===== config.mk =====
export PLATFORM = sky130hd
export DESIGN_NAME = hmmv_acs
export DESIGN_NICKNAME = d
export VERILOG_FILES = /design/src/design/hmmv_pkg.sv /design/src/design/hmmv_acs.sv
export SDC_FILE = /design/constraint.sdc
export NUM_CORES = 1
export LEC_CHECK = 0
export ABC_AREA = 1
export BUFFER_PORTS_ARGS = -buffer_cell sky130_fd_sc_hd__buf_2
export CAP_MARGIN = 20
export CORE_MARGIN = 4
export CORE_UTILIZATION = 60
export CTS_CLUSTER_DIAMETER = 200
export DETAILED_ROUTE_END_ITERATION = 8
export PLACE_DENSITY_LB_ADDON = 0.05
export SETUP_SLACK_MARGIN = 0.4
export SLEW_MARGIN = 40
export SYNTH_ARGS = -nofsm -noshare
export SYNTH_HDL_FRONTEND = slang
export SYNTH_SLANG_ARGS = --single-unit

===== constraint.sdc =====
create_clock -name i_clk -period 11.2 [get_ports i_clk]
set_input_delay 1.12 -clock i_clk [delete_from_list [all_inputs] [get_ports i_clk]]
set_output_delay 1.12 -clock i_clk [all_outputs]
set_load 0.03 [all_outputs]

===== src/design/hmmv_pkg.sv =====
// ----------------------------------------------------------------------------
// hmmv_pkg
// Shared types and constants for the log-domain HMM Viterbi decoder.
// ----------------------------------------------------------------------------
package hmmv_pkg;

    localparam int VAL_W   = 16;
    localparam int SCORE_W = 24;

    localparam logic signed [VAL_W-1:0]   LOG_ZERO   = 16'sh8000;
    localparam logic signed [SCORE_W-1:0] SCORE_ZERO = 24'sh800000;
    localparam logic signed [SCORE_W-1:0] SCORE_MAX  = 24'sh7FFFFF;

    typedef enum logic [1:0] {
        ACT_LOAD_TRANS = 2'd0,
        ACT_LOAD_EMIS  = 2'd1,
        ACT_LOAD_INIT  = 2'd2,
        ACT_OBSERVE    = 2'd3
    } t_action;

    typedef struct packed {
        logic vld;
        logic first;
        logic last;
        logic init_mode;
        logic e_zero;
    } t_acs_ctl;

endpackage


===== src/design/hmmv_acs.sv =====
// ----------------------------------------------------------------------------
// hmmv_acs
// Add-compare-select unit: saturating log-domain sum, running best and argmax.
// ----------------------------------------------------------------------------
module hmmv_acs
    import hmmv_pkg::*;
#(
    parameter int SW = 5
) (
    input  logic                      i_clk,
    input  t_acs_ctl                  i_ctl,
    input  logic [SW-1:0]             i_k,
    input  logic signed [SCORE_W-1:0] i_score,
    input  logic signed [VAL_W-1:0]   i_init,
    input  logic signed [VAL_W-1:0]   i_trans,
    input  logic signed [VAL_W-1:0]   i_emis,
    output logic                      o_wr,
    output logic signed [SCORE_W-1:0] o_best,
    output logic [SW-1:0]             o_arg
);

    logic signed [SCORE_W-1:0] r_best, n_best;
    logic [SW-1:0]             r_arg, n_arg;
    logic signed [SCORE_W-1:0] base;
    logic signed [VAL_W-1:0]   trans;
    logic                      zero;
    logic signed [SCORE_W+1:0] sum;
    logic signed [SCORE_W-1:0] s;
    logic                      take;

    always_comb begin
        base  = i_ctl.init_mode ? SCORE_W'(i_init) : i_score;
        trans = i_ctl.init_mode ? '0 : i_trans;
        zero  = (i_ctl.init_mode ? (i_init == LOG_ZERO) : (i_score == SCORE_ZERO))
              || (trans == LOG_ZERO) || (i_emis == LOG_ZERO) || i_ctl.e_zero;
        sum   = (SCORE_W+2)'(base) + (SCORE_W+2)'(trans) + (SCORE_W+2)'(i_emis);
        if (zero || sum <= (SCORE_W+2)'(SCORE_ZERO)) begin
            s = SCORE_ZERO;
        end else if (sum > (SCORE_W+2)'(SCORE_MAX)) begin
            s = SCORE_MAX;
        end else begin
            s = SCORE_W'(sum);
        end
        take   = i_ctl.first || (s > r_best);
        n_best = take ? s : r_best;
        n_arg  = take ? i_k : r_arg;
    end

    always_ff @(posedge i_clk) begin
        if (i_ctl.vld) begin
            r_best <= n_best;
            r_arg  <= n_arg;
        end
    end

    assign o_wr   = i_ctl.vld && i_ctl.last;
    assign o_best = n_best;
    assign o_arg  = n_arg;

endmodule


==> key figures <==
Timing
  • Period minus WS final: 8.850 ns
  • Worst-case headroom to the max-slew limit: 57.02%
  • Final Setup Violations: 0
  • Max Slew Vio Count: 0
  • Worst Tran Pin Value: 0.6447 ns
  • Aggregate negative setup slack: 0 ns
  • Unrepaired setup endpoints after global routing: false
  • Share of the clock period used by the worst path: 79.02%
  • Final-report hold violation count: 0
  • FMAX: 0.1130 GHz
  • Worst-case clock skew: 0.005724 ns

Hold path
  • Worst min-delay path endpoint: r_arg[0]
  • Hold path startpoint: r_arg[0]
  • Cell depth of the worst hold path: 2
  • Classification of the worst-slack hold path: flip-flop to flip-flop

Detailed routing
  • DR iter-0 viols: 350
  • Wire length per cell: 12.77 um
  • Remaining antenna violation count: 0
  • Detailed Routing Iterations Pass 1: 5
  • Vias per Instance: 5.308
  • Post-route DRC: 0
  • DR vias: 5,950
  • Routed wire length: 14,320 um

Clock tree
  • CTS tree: built
  • Number of buffers created by CTS: 5
  • Worst-Skew Late Latency: 0.28 ns
  • CTS sink cnt: 29
  • Post-cts repair resize count: 0
  • Total of hold buffers inserted after clock tree synthesis: 0
  • CTS Root Buffer Type: sky130_fd_sc_hd__clkbuf_8
  • Clock tree buffer depth: 2
  • Number of buffers added for setup after CTS: 0
  • Clock transition at the registers of the reported paths: 0.06 ns
  • CTS H-Tree Depth: 2

Power and ir drop
  • Power density over the cells: 204.9 nW/um2
  • Sequential cell fraction of total power: 16.0%
  • Comb power frac: 77.5%
  • Power share of the clock group: 6.6%
  • Net Switching: 754.5 uW
  • Proportion of total power due to net switching: 58.86%
  • Peak supply drop: 224.8 uV
  • Cell internal power dissipation: 527.3 uW
  • Total leakage power: 3.636 nW

Placement
  • Port Buf Inserts: 112
  • Last weighted congestion value of the routability-driven placer: 0.9444
  • Detail Placement HPWL: 12,120 um

Worst setup path
  • Reg-to-reg critical path endpoint: r_best[5]
  • Biggest cell delay along the critical path: 0.51 ns
  • Worst reg2reg path startpoint: r_best[23]
  • Cell repeated most along the worst path: sky130_fd_sc_hd__nand2_1
  • Critical path fanouts, max: 35
  • Worst setup slack for register-to-register paths: 8.33 ns
  • Critical-path top delay cell: sky130_fd_sc_hd__inv_2
  • Data arrival time of the critical path: 7.73 ns
  • R2R depth: 13
  • Worst endpoint required time: 10.08 ns
  • Critical Path End Type: output pin
  • Critical Path Source Type: input pin
  • Category of the critical setup timing path: input pin to output pin

Synthesis
  • Synth Register Bits: 29
  • Dominant cells by area after synthesis: sky130_fd_sc_hd__nand2_1 (24%), sky130_fd_sc_hd__edfxtp_1 (16%), sky130_fd_sc_hd__ha_1 (11%), sky130_fd_sc_hd__inv_1 (9.3%), sky130_fd_sc_hd__fa_1 (8.9%)
  • Most area-hungry cell type in the Yosys netlist: sky130_fd_sc_hd__nand2_1
  • Cells after Synth: 913
  • Netlist Area Pre-Place: 5595 um2
  • Sequential cell area fraction in the yosys report: 15.56%
  • Nets in the synthesized netlist: 1,069
  • Synth warn: 0
  • Mean cell area of the mapped netlist: 6.129 um2
  • Share of Yosys cell area claimed by the top area cell type: 24.22%
  • Synth cell types: 38

Floorplan
  • Core ar.: 8891 um2
  • Die Ht: 104.6 um
  • Overall die width: 104.6 um
  • FP Rows: 34
  • Die footprint: 10,930 um2
  • Top-level I/O count: 113
  • Starting density of the core: 62.93%

GRT
  • Total grt overflow: 0
  • Wire length of the first global-routing pass: 25,250 um
  • Largest net degree at the start of global routing: 46
  • Overall global routing resource usage: 27.09%
  • Vias in the first global route: 5,623
  • Number of antenna violations at the first check in global routing: 0

Final layout
  • Highest-count cells in the layout ignoring fill and taps: sky130_fd_sc_hd__nand2_1 (360), sky130_fd_sc_hd__inv_1 (137), sky130_fd_sc_hd__buf_2 (112), sky130_fd_sc_hd__nor2_1 (60), sky130_fd_sc_hd__nand3_1 (50)
  • Leading cell type in the layout, fill and taps excluded: sky130_fd_sc_hd__nand2_1
  • Area growth syn-to-layout: 11.78%
  • Utilization after layout: 70.35%
  • Net count reported at finish: 1,168
  • Antenna Diode Count: 0
  • Fraction of final layout cells with drive strength greater than 1: 18.95%

Run
  • Count of max-cap constraint violations: 0

Outcome
  • Status: completed
-- cell usage after synthesis --
library cell and count:
sky130_fd_sc_hd__inv_1 138, sky130_fd_sc_hd__o211ai_1 3, sky130_fd_sc_hd__xor2_1 1, sky130_fd_sc_hd__buf_2 9
sky130_fd_sc_hd__edfxtp_1 29, sky130_fd_sc_hd__nand3b_1 5, sky130_fd_sc_hd__fa_1 25, sky130_fd_sc_hd__o21a_1 1
sky130_fd_sc_hd__clkbuf_1 6, sky130_fd_sc_hd__nand2_4 2, sky130_fd_sc_hd__nand4_1 40, sky130_fd_sc_hd__nor4_1 11
sky130_fd_sc_hd__ha_1 48, sky130_fd_sc_hd__nor3_1 4, sky130_fd_sc_hd__buf_12 2, sky130_fd_sc_hd__a21oi_2 20
sky130_fd_sc_hd__o41ai_1 1, sky130_fd_sc_hd__nor2_1 60, sky130_fd_sc_hd__nor2_2 11, sky130_fd_sc_hd__nor4b_1 1
sky130_fd_sc_hd__inv_2 19, sky130_fd_sc_hd__or2_0 1, sky130_fd_sc_hd__nand2_2 13, sky130_fd_sc_hd__and3_1 1
sky130_fd_sc_hd__or4_1 1, sky130_fd_sc_hd__o21ai_0 8, sky130_fd_sc_hd__nand3_2 1, sky130_fd_sc_hd__mux2i_1 1
sky130_fd_sc_hd__buf_6 2, sky130_fd_sc_hd__buf_1 3, sky130_fd_sc_hd__nand2_1 361, sky130_fd_sc_hd__nand3_1 50
sky130_fd_sc_hd__o21ai_1 1, sky130_fd_sc_hd__a21oi_1 29, sky130_fd_sc_hd__a41oi_1 1, sky130_fd_sc_hd__nor2_4 2
sky130_fd_sc_hd__nand4_2 1, sky130_fd_sc_hd__o31ai_1 1
-- power by group through the flow --
stage	Sequential [mW]	Combinational, mW	Clock, mW
after global routing	0.210	1.12	0.0917
after CTS	0.204	0.992	0.0844
after global placement	0.206	0.968	0
final	0.204	0.993	0.0842
after detailed placement	0.205	0.987	0
after floorplan	0.200	0.780	0
-- cells by family after synthesis --
kind of cell,synth area share [%]
simple gates,43.85
buf+inv,13.06
fa+ha+maj,19.68
compound gates,7.514
flops,15.56
xor+xnor,0.1566
mux,0.1789
-- metrics by stage --
stage / worst slack, ns / instances / power, mW / hold slack (ns) / cell area, um2
after global routing: 1.465 / 1121 / 1.423 / 0.5729 / 6255
after floorplan: 3.574 / 913 / 0.9800 / 0.7519 / 5595
after CTS: 2.121 / 1121 / 1.281 / 0.5402 / 6255
after global placement: 1.897 / 1113 / 1.174 / 0.5217 / 6165
final: 2.350 / 1121 / 1.282 / 0.5390 / 6255
after detailed placement: 2.145 / 1113 / 1.192 / 0.5241 / 6172
-- final cells by class --
cell class	instances	area, um2
flip-flops and latches	29	870.8
clock buffers	6	72.57
repair buffers	114	575.6
fillers	853	2636
multi-input cells	705	4001
inverters	157	589.3
clock inverters	2	10.01
well taps	108	135.1
-- worst max-delay path, delay by kind of cell --
family / cells / cell delay (ns)
compound gates: 1 / 0.05
simple gates: 24 / 3.33
buf+inv: 7 / 1.84
fa+ha+maj: 4 / 1.33
-- state kept, by name (all words and copies together) (netlist names) --
signal  count
r_arg       5
r_best     24
-- worst max path at each step --
stage                             to  cells past startpoint      from
after global routing       o_best[5]                     36  i_ctl[1]
after detailed placement   o_best[5]                     36  i_ctl[1]
final                      o_best[5]                     36  i_ctl[1]
after CTS                  o_best[5]                     36  i_ctl[1]
after global placement    o_best[20]                     36  i_ctl[1]
after floorplan           o_best[14]                     33  i_ctl[1]
-- metal layers --
| layer | share of wire (%) | wire (um) | track usage [%] |
|---|---|---|---|
| met1 | 47 | 6720 | 38.13 |
| met2 | 46 | 6626 | 45.62 |
| met3 | 6.0 | 857 | 3.822 |
| met4 | 0.80 | 114 | 3.843 |
| met5 | 0 | 0 | 0 |
(Power assumes the default switching activity.)
