`src/design/hmmv_ram.sv`:
```
// ----------------------------------------------------------------------------
// hmmv_ram
// Simple dual-port RAM, one write port, one read port, registered read.
// ----------------------------------------------------------------------------
module hmmv_ram #(
    parameter int WIDTH = 16,
    parameter int DEPTH = 32
) (
    input  logic                     i_clk,
    input  logic                     i_we,
    input  logic [$clog2(DEPTH)-1:0] i_waddr,
    input  logic [WIDTH-1:0]         i_wdata,
    input  logic [$clog2(DEPTH)-1:0] i_raddr,
    output logic [WIDTH-1:0]         o_rdata
);

    logic [WIDTH-1:0] r_mem [DEPTH];
    logic [WIDTH-1:0] r_rdata;

    always_ff @(posedge i_clk) begin
        if (i_we) begin
            r_mem[i_waddr] <= i_wdata;
        end
        r_rdata <= r_mem[i_raddr];
    end

    assign o_rdata = r_rdata;

endmodule

```
`config.mk`:
```
export PLATFORM = sky130hd
export DESIGN_NAME = hmmv_ram
export DESIGN_NICKNAME = d
export VERILOG_FILES = /design/src/design/hmmv_ram.sv
export SDC_FILE = /design/constraint.sdc
export NUM_CORES = 1
export LEC_CHECK = 0
export ABC_AREA = 1
export BUFFER_PORTS_ARGS = -buffer_cell sky130_fd_sc_hd__buf_2
export CORE_MARGIN = 8
export CORE_UTILIZATION = 60
export DETAILED_ROUTE_END_ITERATION = 10
export PLACE_DENSITY = 0.73
export SLEW_MARGIN = 40
export SYNTH_ARGS = -nofsm -noshare
export SYNTH_HDL_FRONTEND = slang
export SYNTH_SLANG_ARGS = --single-unit
export TNS_END_PERCENT = 5
```
`constraint.sdc`:
```
create_clock -name i_clk -period 4.6 [get_ports i_clk]
set_input_delay 0.46 -clock i_clk [delete_from_list [all_inputs] [get_ports i_clk]]
set_output_delay 0.46 -clock i_clk [all_outputs]
set_load 0.01 [all_outputs]
```
==> results of run 1 <==
[area by class of cell]
cell class,count,area (um2)
Antenna cell,2,5.00
Clock buffer,80,1500
Clock inverter,15,146
Fill cell,2557,11900
Inverter,10,45.0
Multi-Input combinational cell,1148,4800
Sequential cell,528,15700
Tap cell,461,577
Timing Repair Buffer,87,612
[path summary, 6_finish.rpt]
kind         slack [ns]                     from                   to
min reg2reg        0.75  r_mem[14][11]$_DFFE_PP_  o_rdata[11]$_DFF_P_
max                2.39               i_raddr[0]   o_rdata[3]$_DFF_P_
min                0.34               i_raddr[4]   o_rdata[8]$_DFF_P_
max reg2reg        3.29    r_mem[1][3]$_DFFE_PP_   o_rdata[3]$_DFF_P_
[power by group through the flow]
stage,Sequential [mW],Combinational (mW),Clock (mW)
2_1_floorplan,5.47,0.372,0
3_3_place_gp,5.48,0.593,0
3_5_place_dp,5.48,0.604,0
4_1_cts,5.38,0.608,4.14
5_1_grt,5.38,0.666,4.34
6_report,5.38,0.607,4.10
[kinds of logic after synthesis]
group / share of synthesized area, %
buffers and inverters: 3.77
and+or+nand+nor: 22.6
DFF: 73.7
[synth_stat cells (all sizes together)]
library cell / n
buf: 89
clkbuf: 19
dfxtp: 16
edfxtp: 512
inv: 10
nand2: 720
nand3: 396
nor2: 32
[flip-flops by register name, indices dropped and copies added (netlist names)]
| signal | count |
|---|---|
| o_rdata | 16 |
| r_mem | 512 |
[worst register-to-register path: cells and delay by family (launching register included)]
kind	cells	cell delay, ns
simple gates	8	0.83
flops	1	0.36
[routing by layer]
layer  wire [um]  part of all wire, %  up-vias
met4        1760                  3.4        0
met5           0                    0        -
met2       25700                   49      618
met3        4250                  8.2      112
li1            -                    -     6316
met1       20300                   39     6655
==> out/results.ini, run 1 <==
[clocking]
clockRootBuffer = clkbuf_16
clk-insertion-delay-late_ns = 0.58
cts.reportedPaths.clkPinSlew_ns = 0.06
tritoncts_num_sinks = 528
max-clock-path-buffers = 3
cts-buffers-inserted = 52
tritoncts = yes
holdBufCountCts = 0
ctsHtreeMaxLevel = 2
cts.repair_timing.setup_buffer_count = 0
cts_repair_resize_count = 0

[global_route]
grt_pass1_wl_mm = 78.5
grt_util_met1_pct = 32.9
grt_max_degree = 131
groute.layer.met3.usage_pct = 3.17
grt_usage_pct = 24.9
grt_pass1_vias = 13337
grt_antenna_before_repair = 3
top_usage_layer = met2
groute.layer.met2.usage_pct = 41.8
grt.overflow.total = 0

[floorplanning]
floorplan.die.height_um = 204
core_region_area_um2 = 35300
row_count = 69
die_width_um = 204
initial_utilization_pct = 60.3
num_io_pins = 44
die-area_um2 = 41800

[cells_and_area]
number_of_nets_in_the_layout = 1855
mostFrequentLayoutCell = nand2_1
final_area_um2 = 23400
layout-drive-gt1-share_pct = 8.51
layout.cells.non_filler = 2331
post-route-util_pct = 66.2
synth_to_layout_area_growth_pct = 9.77
most-common-layout-cells = 720 x nand2_1, 512 x edfxtp_1, 396 x nand3_1

[pwr]
power.density_cell_area_nw_per_um2 = 431
p_clk_share_pct = 40.6
power.sequential.fraction_pct = 53.3
leakage_nw = 8.68
p_int_mw = 7.90
design_power_total_mw = 10.1
netSwitchingFraction_pct = 21.7
worst_ir_drop_vdd_uv = 314
p_sw_mw = 2.18
power.share.combinational_pct = 6.0

[timing]
finalSetupViolCount = 0
final.period_utilization_pct = 48.0
fmaxAchievable_ghz = 0.452
timing.max_slew.rel_slack_pct = 42.5
tightest_slew_ns = 0.863
timing.hold.ws_ns = 0.343
final_tns_setup_ns = 0
slew_violations = 0
setup_repair_after_global_routing_missed_its_margin = false
post-route-worst-setup-slack_ns = 2.39
fin_crit_period_ns = 2.21
timing.clock.skew_ns = 0.0147
hold_violations = 0

[logic_synthesis]
synthDominantCellAreaShare_pct = 72.2
synthDistinctLibCells = 15
postSynthNetCount = 1822
synth_area_leaders = edfxtp_1 72%, nand2_1 13%, nand3_1 9.3%, dfxtp_1 1.5%, buf_6 1.3%
sequential_area_share_after_synthesis_pct = 73.7
postSynthRegisterBits = 528
ys_warn_count = 0
synth_cells = 1794
netlist.top_cell.by_area = edfxtp_1
synthesis.area_per_instance_um2 = 11.9
synthesis.area_um2 = 21300

[critical_path]
critical_path_class = in -> reg
logic_depth_of_the_worst_register_to_register_path = 8
cell_family_with_the_largest_share_of_critical_path_delay = buffers and inverters
cpMostUsedCell = nand2_1
cp_required_ns = 5.05
worst-endpoint-arrival_ns = 2.66
worst-path-buf-inv = 3
cpMaxStageDelayCell = buf_8
critical_path_cell_count = 11
critPathMaxFanout = 128
path_cells = buf_8 > inv_6 > buf_12 > nand2_1 > nand3_1 > nand3_1 > nand2_1 > nand2_1 > nand2_1 > nand2_1 > nand2_1
cp-start-kind = primary input
critical_path.endpoint_type = flop
critical-path-max-stage-delay_ns = 0.55

[place]
dpl.hpwl_mm = 27.9
placed_cell_area_um2 = 21700
number_of_cells_in_the_design_after_placement = 2234
gp_routability_congestion = 0.835
buffer_ports.inserted = 43
preCtsSetupSlack_ns = 1.65

[run]
max_cap_viol_count = 0

[min_path]
hp-class = in -> reg
hold-path-cell-count = 3

[route]
routed_wire_length_per_instance_um = 22.3
drt_pre_antenna_iters = 5
ant_nets = 0
postRouteWirelength_mm = 52.0
via_per_inst = 5.88
detailedRoute.firstIterationViolations = 1610
route.detailed.drc = 0
via_count = 13701

[outcome]
status = finished, final reports clean

No activity file was read; power rests on OpenSTA's default activity.
==> run 2: changes to the inputs <==
Settings changed: CORE_UTILIZATION 60 to 56, PLACE_DENSITY 0.73 to 0.71.
Clock period 4.6 ns to 1.9 ns, I/O delays scaled along.
==> run 2 against run 1 <==
  * Cell count up 3.2%
  * Global-route usage down 1.4 points
  * Routed wire length up 0.48%
  * Sequential power up 140%
  * Power up 140%
  * Count of clock-buffer cells in the layout down 15
  * Register-to-register slack worse by 2.7 ns
  * First-iteration DRC count down 9.9%
  * Critical path type is now reg -> out
  * Final area up 2.6%
==> out/results.ini, run 2 (same netlist as run 1, synthesis figures left out) <==
[outcome]
status = finished, final reports clean

[critical_path]
critical_path.endpoint_type = output pin
worst-path-buf-inv = 1  ; -2
critical_path_class = reg -> out
cpMaxStageDelayCell = dfxtp_1
path_cells = buf_2
cell_family_with_the_largest_share_of_critical_path_delay = flip-flops
ff2ff_setup_slack_ns = 0.60  ; -2.69 ns
worst-endpoint-arrival_ns = 1.27  ; -1.39 ns
worst_reg2reg_path_startpoint = r_mem[29][6]$_DFFE_PP_
cp-start-kind = flop
cp_required_ns = 1.71  ; -3.34 ns
critPathMaxFanout = 1  ; -99%
crit_start = o_rdata[2]$_DFF_P_
critical-path-max-stage-delay_ns = 0.49  ; -0.06 ns

[timing]
slew_violations = 0  ; unchanged
finalSetupViolCount = 0  ; unchanged
fmaxAchievable_ghz = 0.685
final.period_utilization_pct = 76.8
fin_crit_period_ns = 1.46
tightest_slew_ns = 0.855  ; -0.00770 ns
setup_repair_after_global_routing_missed_its_margin = false
final_tns_setup_ns = 0  ; unchanged
hold_violations = 0  ; unchanged
post-route-worst-setup-slack_ns = 0.441  ; -1.95 ns
timing.max_slew.rel_slack_pct = 42.9  ; +0.45 points
timing.clock.skew_ns = 0.0183  ; +0.00354 ns

[clocking]
cts.repair_timing.setup_buffer_count = 0  ; unchanged
clockRootBuffer = clkbuf_16
ctsHtreeMaxLevel = 2  ; unchanged
tritoncts_num_sinks = 528  ; unchanged
cts_repair_resize_count = 0  ; unchanged
tritoncts = yes
clk-insertion-delay-late_ns = 0.58  ; about the same
holdBufCountCts = 0  ; unchanged
max-clock-path-buffers = 3  ; unchanged
cts-buffers-inserted = 51  ; -1.9%
cts.reportedPaths.clkPinSlew_ns = 0.07  ; about the same

[min_path]
hp-class = in -> reg
holdCritStartpoint = i_raddr[4]

[route]
drt_pre_antenna_iters = 5  ; unchanged
via_count = 13807  ; +0.77%
detailedRoute.firstIterationViolations = 1450  ; -9.9%
postRouteWirelength_mm = 52.3  ; +0.48%
via_per_inst = 5.74  ; -2.3%
ant_nets = 0  ; unchanged
routed_wire_length_per_instance_um = 21.7  ; -2.6%
route.detailed.drc = 0  ; unchanged

[floorplanning]
core_region_area_um2 = 37600  ; +6.4%
die-area_um2 = 44500  ; +6.6%
row_count = 71  ; +2.9%
num_io_pins = 44  ; unchanged
initial_utilization_pct = 56.7  ; -3.6 points
floorplan.die.height_um = 211  ; +3.2%
die_width_um = 211  ; +3.2%

[place]
number_of_cells_in_the_design_after_placement = 2309  ; +3.4%
gp_routability_congestion = 0.854  ; +2.3%
dpl.hpwl_mm = 29.1  ; +4.6%
preCtsSetupSlack_ns = 0.104  ; -1.55 ns
placed_cell_area_um2 = 22400  ; +2.9%
buffer_ports.inserted = 43  ; unchanged

[global_route]
grt_pass1_vias = 13339  ; +0.015%
grt_max_degree = 74  ; -44%
grt_usage_pct = 23.5  ; -1.4 points
grt_antenna_before_repair = 5  ; +2
grt_pass1_wl_mm = 78.9  ; +0.59%
grt.overflow.total = 0  ; unchanged

[cells_and_area]
mostFrequentLayoutCell = nand2_1
seq_area_um2 = 15700  ; unchanged
largest_register_ffs = 512  ; unchanged
synth_to_layout_area_growth_pct = 12.6
layout.cells.non_filler = 2405  ; +3.2%
top_register = r_mem
layout-drive-gt1-share_pct = 9.98  ; +1.5 points
most-common-layout-cells = 720 x nand2_1, 512 x edfxtp_1, 396 x nand3_1
number_of_nets_in_the_layout = 1879  ; +1.3%
fillCellCount = 2794  ; +9.3%
multi_input_area_um2 = 4800  ; unchanged
final_area_um2 = 24000  ; +2.6%

[pwr]
worst_ir_drop_vdd_uv = 709  ; +130%
leakage_nw = 8.89  ; +2.5%
power.density_cell_area_nw_per_um2 = 1010  ; +140%

[run]
max_cap_viol_count = 0  ; unchanged

## run 2: metrics by stage
step	total power, mW	util, %	hold slack [ns]
after floorplan	14.1	-	0.289
after global placement	14.8	59.5	0.591
after detailed placement	14.8	59.5	0.586
after CTS	24.4	63.8	0.0636
after global routing	25.0	63.8	0.0991
final	24.3	63.8	0.0963
## run 2: worst paths after layout
path | to | cells past startpoint
worst max-delay path | o_rdata[2] | 1
worst max register to register | o_rdata[6]$_DFF_P_ | 8
worst min register to register | o_rdata[4]$_DFF_P_ | 8
worst min-delay path | o_rdata[2]$_DFF_P_ | 3
## run 2: report_power, final
part           switching [mW]  internal [mW]  leakage, nW
logic                    1.13          0.449         3.36
clock network            4.15           5.58        0.789
registers              0.0628           12.9         4.75
## run 2: layout make-up
cell class,count,share of cell area [%]
antenna,1,0.0104
clock buffer,65,5.79
clock inverter,30,0.996
inverter,10,0.198
multi-input combinational,1148,20.0
sequential,528,65.4
tap,511,2.67
timing repair buffer,112,4.88
## run 2: per-layer routing
layer | track usage, % | up-vias | share of wire (%)
met1 | 31.0 | 6710 | 39
met3 | 2.80 | 93 | 8.0
met2 | 40.3 | 649 | 50
met4 | 7.89 | 0 | 2.7
met5 | 0 | - | 0
li1 | - | 6355 | -
==> run 3: changes to the inputs <==
Settings changed: ABC_AREA 1 to 0, CORE_UTILIZATION 56 to 60, PLACE_DENSITY 0.71 to 0.73.
Clock period 1.9 ns to 1.4 ns, I/O delays scaled along.
==> run 3 against run 2 <==
  * Sequential share of layout area is 1.1 points lower
  * Synthesized cell count is 36% lower
  * Worst hold slack worse by 0.092 ns
  * Routed wire length is 12% lower
  * Critical endpoint is now o_rdata[11]$_DFF_P_
  * Largest power group unchanged
==> out/results.ini, run 3 <==
[outcome]
status = finished, final reports clean

[cells_and_area]
number_of_nets_in_the_layout = 1335  ; -29%
largest_register_ffs = 512  ; unchanged
top_register = r_mem
post-route-util_pct = 72.6  ; +8.8 points
layout-drive-gt1-share_pct = 21.4  ; +11 points
mostFrequentLayoutCell = edfxtp_1
most-common-layout-cells = 512 x edfxtp_1, 255 x mux2i_1, 72 x buf_4
synth_to_layout_area_growth_pct = 18.9

[global_route]
grt.overflow.total = 0  ; unchanged
grt_pass1_wl_mm = 68.6  ; -13%
grt_max_degree = 39  ; -47%
grt_usage_pct = 22.3  ; -1.2 points
grt_antenna_before_repair = 4  ; -1
grt_pass1_vias = 11180  ; -16%

[floorplanning]
die-area_um2 = 40400  ; -9.3%
initial_utilization_pct = 61.1  ; +4.4 points
num_io_pins = 44  ; unchanged
core_region_area_um2 = 33600  ; -11%
floorplan.die.height_um = 201  ; -4.8%
row_count = 67  ; -5.6%
die_width_um = 201  ; -4.8%

[logic_synthesis]
sequential_area_share_after_synthesis_pct = 76.4  ; +2.7 points
synthFlopType = edfxtp_1
synth_commonest_cells = 512 x edfxtp_1, 256 x mux2i_1, 64 x a22oi_1
synthesis.area_um2 = 20500  ; -3.6%
synthArstFlopShare_pct = 0  ; unchanged
synth_cells = 1143  ; -36%
postSynthRegisterBits = 528  ; unchanged
ys_warn_count = 0  ; unchanged
synthDominantCellAreaShare_pct = 74.9  ; +2.7 points
synth_enable_flop_cells = 512  ; unchanged
postSynthNetCount = 1171  ; -36%
synth_area_leaders = edfxtp_1 75%, mux2i_1 12%, a22oi_1 2.3%, dfxtp_1 1.6%, a22o_1 1.4%
netlist.top_cell.by_area = edfxtp_1
synthesis.area_per_instance_um2 = 18.0  ; +51%
synth.most_common_cell = edfxtp_1
synthDistinctLibCells = 26  ; +11

[route]
met2_length_mm = 22.5  ; -14%
postRouteWirelength_mm = 46.1  ; -12%
wire_length_on_met1_mm = 19.0  ; -7.3%
ant_nets = 0  ; unchanged
routed_wire_length_per_instance_um = 25.6  ; +18%
detailedRoute.firstIterationViolations = 1097  ; -24%
via_count = 11006  ; -20%
drt_pre_antenna_iters = 6  ; +1
highest_metal_layer_with_signal_wires = met5
via_per_inst = 6.11  ; +6.5%
route.detailed.drc = 0  ; unchanged
met3RoutedLength_mm = 3.47  ; -17%

[clocking]
cts-buffers-inserted = 51  ; unchanged
cts.repair_timing.setup_buffer_count = 0  ; unchanged
cts.reportedPaths.clkPinSlew_ns = 0.06  ; about the same
clk-insertion-delay-late_ns = 0.56  ; -0.02 ns
tritoncts = yes
max-clock-path-buffers = 3  ; unchanged
tritoncts_num_sinks = 528  ; unchanged
ctsHtreeMaxLevel = 2  ; unchanged
clockRootBuffer = clkbuf_16

[place]
gp_routability_congestion = 0.768  ; -10%
dpl.hpwl_mm = 28.2  ; -3.3%
buffer_ports.inserted = 43  ; unchanged

[timing]
tightest_slew_ns = 0.640  ; -0.215 ns
hold_violations = 0  ; unchanged
final_tns_setup_ns = 0  ; unchanged
slew_violations = 0  ; unchanged
setup_repair_after_global_routing_missed_its_margin = true
timing.max_slew.rel_slack_pct = 57.3  ; +14 points
fin_crit_period_ns = 1.37
fmaxAchievable_ghz = 0.732
finalSetupViolCount = 0  ; unchanged
final.period_utilization_pct = 97.5
timing.clock.skew_ns = 0.0194  ; +0.00109 ns

[critical_path]
worst-endpoint-arrival_ns = 1.79  ; +0.52 ns
r2r_end = o_rdata[11]$_DFF_P_
crit_start = r_mem[6][11]$_DFFE_PP_
critical_path_class = reg -> reg
cp-start-kind = flop
cp_required_ns = 1.83  ; +0.12 ns
critPathMaxFanout = 1  ; unchanged
ff2ff_setup_slack_ns = 0.03  ; -0.57 ns
timing.critical_path.to = o_rdata[11]$_DFF_P_
critical_path.endpoint_type = flop
logic_depth_of_the_worst_register_to_register_path = 5  ; -3
worst_reg2reg_path_startpoint = r_mem[6][11]$_DFFE_PP_

[pwr]
worst_ir_drop_vdd_uv = 1120  ; +57%
leakage_nw = 8.71  ; -2.1%
power.density_cell_area_nw_per_um2 = 1360  ; +34%

[run]
max_cap_viol_count = 0  ; unchanged

[min_path]
hp-class = in -> reg

==> run 3: metrics by stage <==
| stage | worst slack, ns | area [um2] | instances | power [mW] | hold slack [ns] |
|---|---|---|---|---|---|
| 6_report | 0.0345 | 24400 | 1800 | 33.1 | 0.00386 |
| 5_1_grt | -0.0296 | 24400 | 1797 | 33.9 | 0.00228 |
| 4_1_cts | -0.0417 | 24400 | 1798 | 33.2 | 0.00275 |
| 3_5_place_dp | -0.471 | 22700 | 1702 | 20.0 | 0.542 |
| 3_3_place_gp | -0.437 | 22700 | 1702 | 20.0 | 0.539 |
| 2_1_floorplan | -0.207 | 20600 | 1143 | 19.0 | 0.239 |
==> run 3: layout make-up <==
| cell class | count | area [um2] |
|---|---|---|
| clock inverter | 25 | 211 |
| clock buffer | 70 | 1450 |
| sequential | 528 | 15700 |
| tap | 448 | 561 |
| antenna | 3 | 7.51 |
| fill | 2020 | 9210 |
| multi-input combinational | 548 | 4470 |
| timing repair buffer | 178 | 2020 |
==> run 3: routing by layer <==
metal | global-route usage (%) | vias to the layer above
met5 | 0 | -
met2 | 36.8 | 446
met1 | 30.6 | 5590
li1 | - | 4895
met3 | 3.40 | 73
met4 | 6.91 | 2
==> run 3: cells by family after synthesis <==
kind of cell / synth area share (%)
buffers and inverters: 2.63
AND/OR/NAND/NOR: 3.49
AO/OA/AOI/OAI: 4.97
multiplexers: 12.5
flip-flops: 76.4
==> run 3: what timing repair did <==
action / 4_1_cts / 5_1_grt
resized for setup: 5 / 6
endpoints found under the hold margin: 4 / 0
endpoints found under the setup margin: 5 / 7
hold buffers: 1 / 0
pin swaps: 0 / 3
==> run 3: worst min-delay path by stage <==
| stage | start | to | depth (start not counted) |
|---|---|---|---|
| 2_1_floorplan | i_wdata[0] | r_mem[0][0]$_DFFE_PP_ | 0 |
| 3_3_place_gp | o_rdata[1]$_DFF_P_ | o_rdata[1] | 1 |
| 3_5_place_dp | o_rdata[1]$_DFF_P_ | o_rdata[1] | 1 |
| 4_1_cts | i_wdata[1] | r_mem[27][1]$_DFFE_PP_ | 2 |
| 5_1_grt | i_wdata[1] | r_mem[26][1]$_DFFE_PP_ | 2 |
| 6_report | i_wdata[1] | r_mem[27][1]$_DFFE_PP_ | 2 |
==> run 3: power breakdown <==
| part | internal [mW] | switching, mW |
|---|---|---|
| registers | 17.6 | 0.0830 |
| clock network | 7.79 | 5.60 |
| logic | 0.834 | 1.21 |
==> run 3: worst max-delay path, cell delays in order, from the launching register on <==
cell	delay, ns
edfxtp_1	0.39
mux2i_1	0.15
a22o_1	0.20
nor3_1	0.09
a31oi_1	0.31
nand3_1	0.10
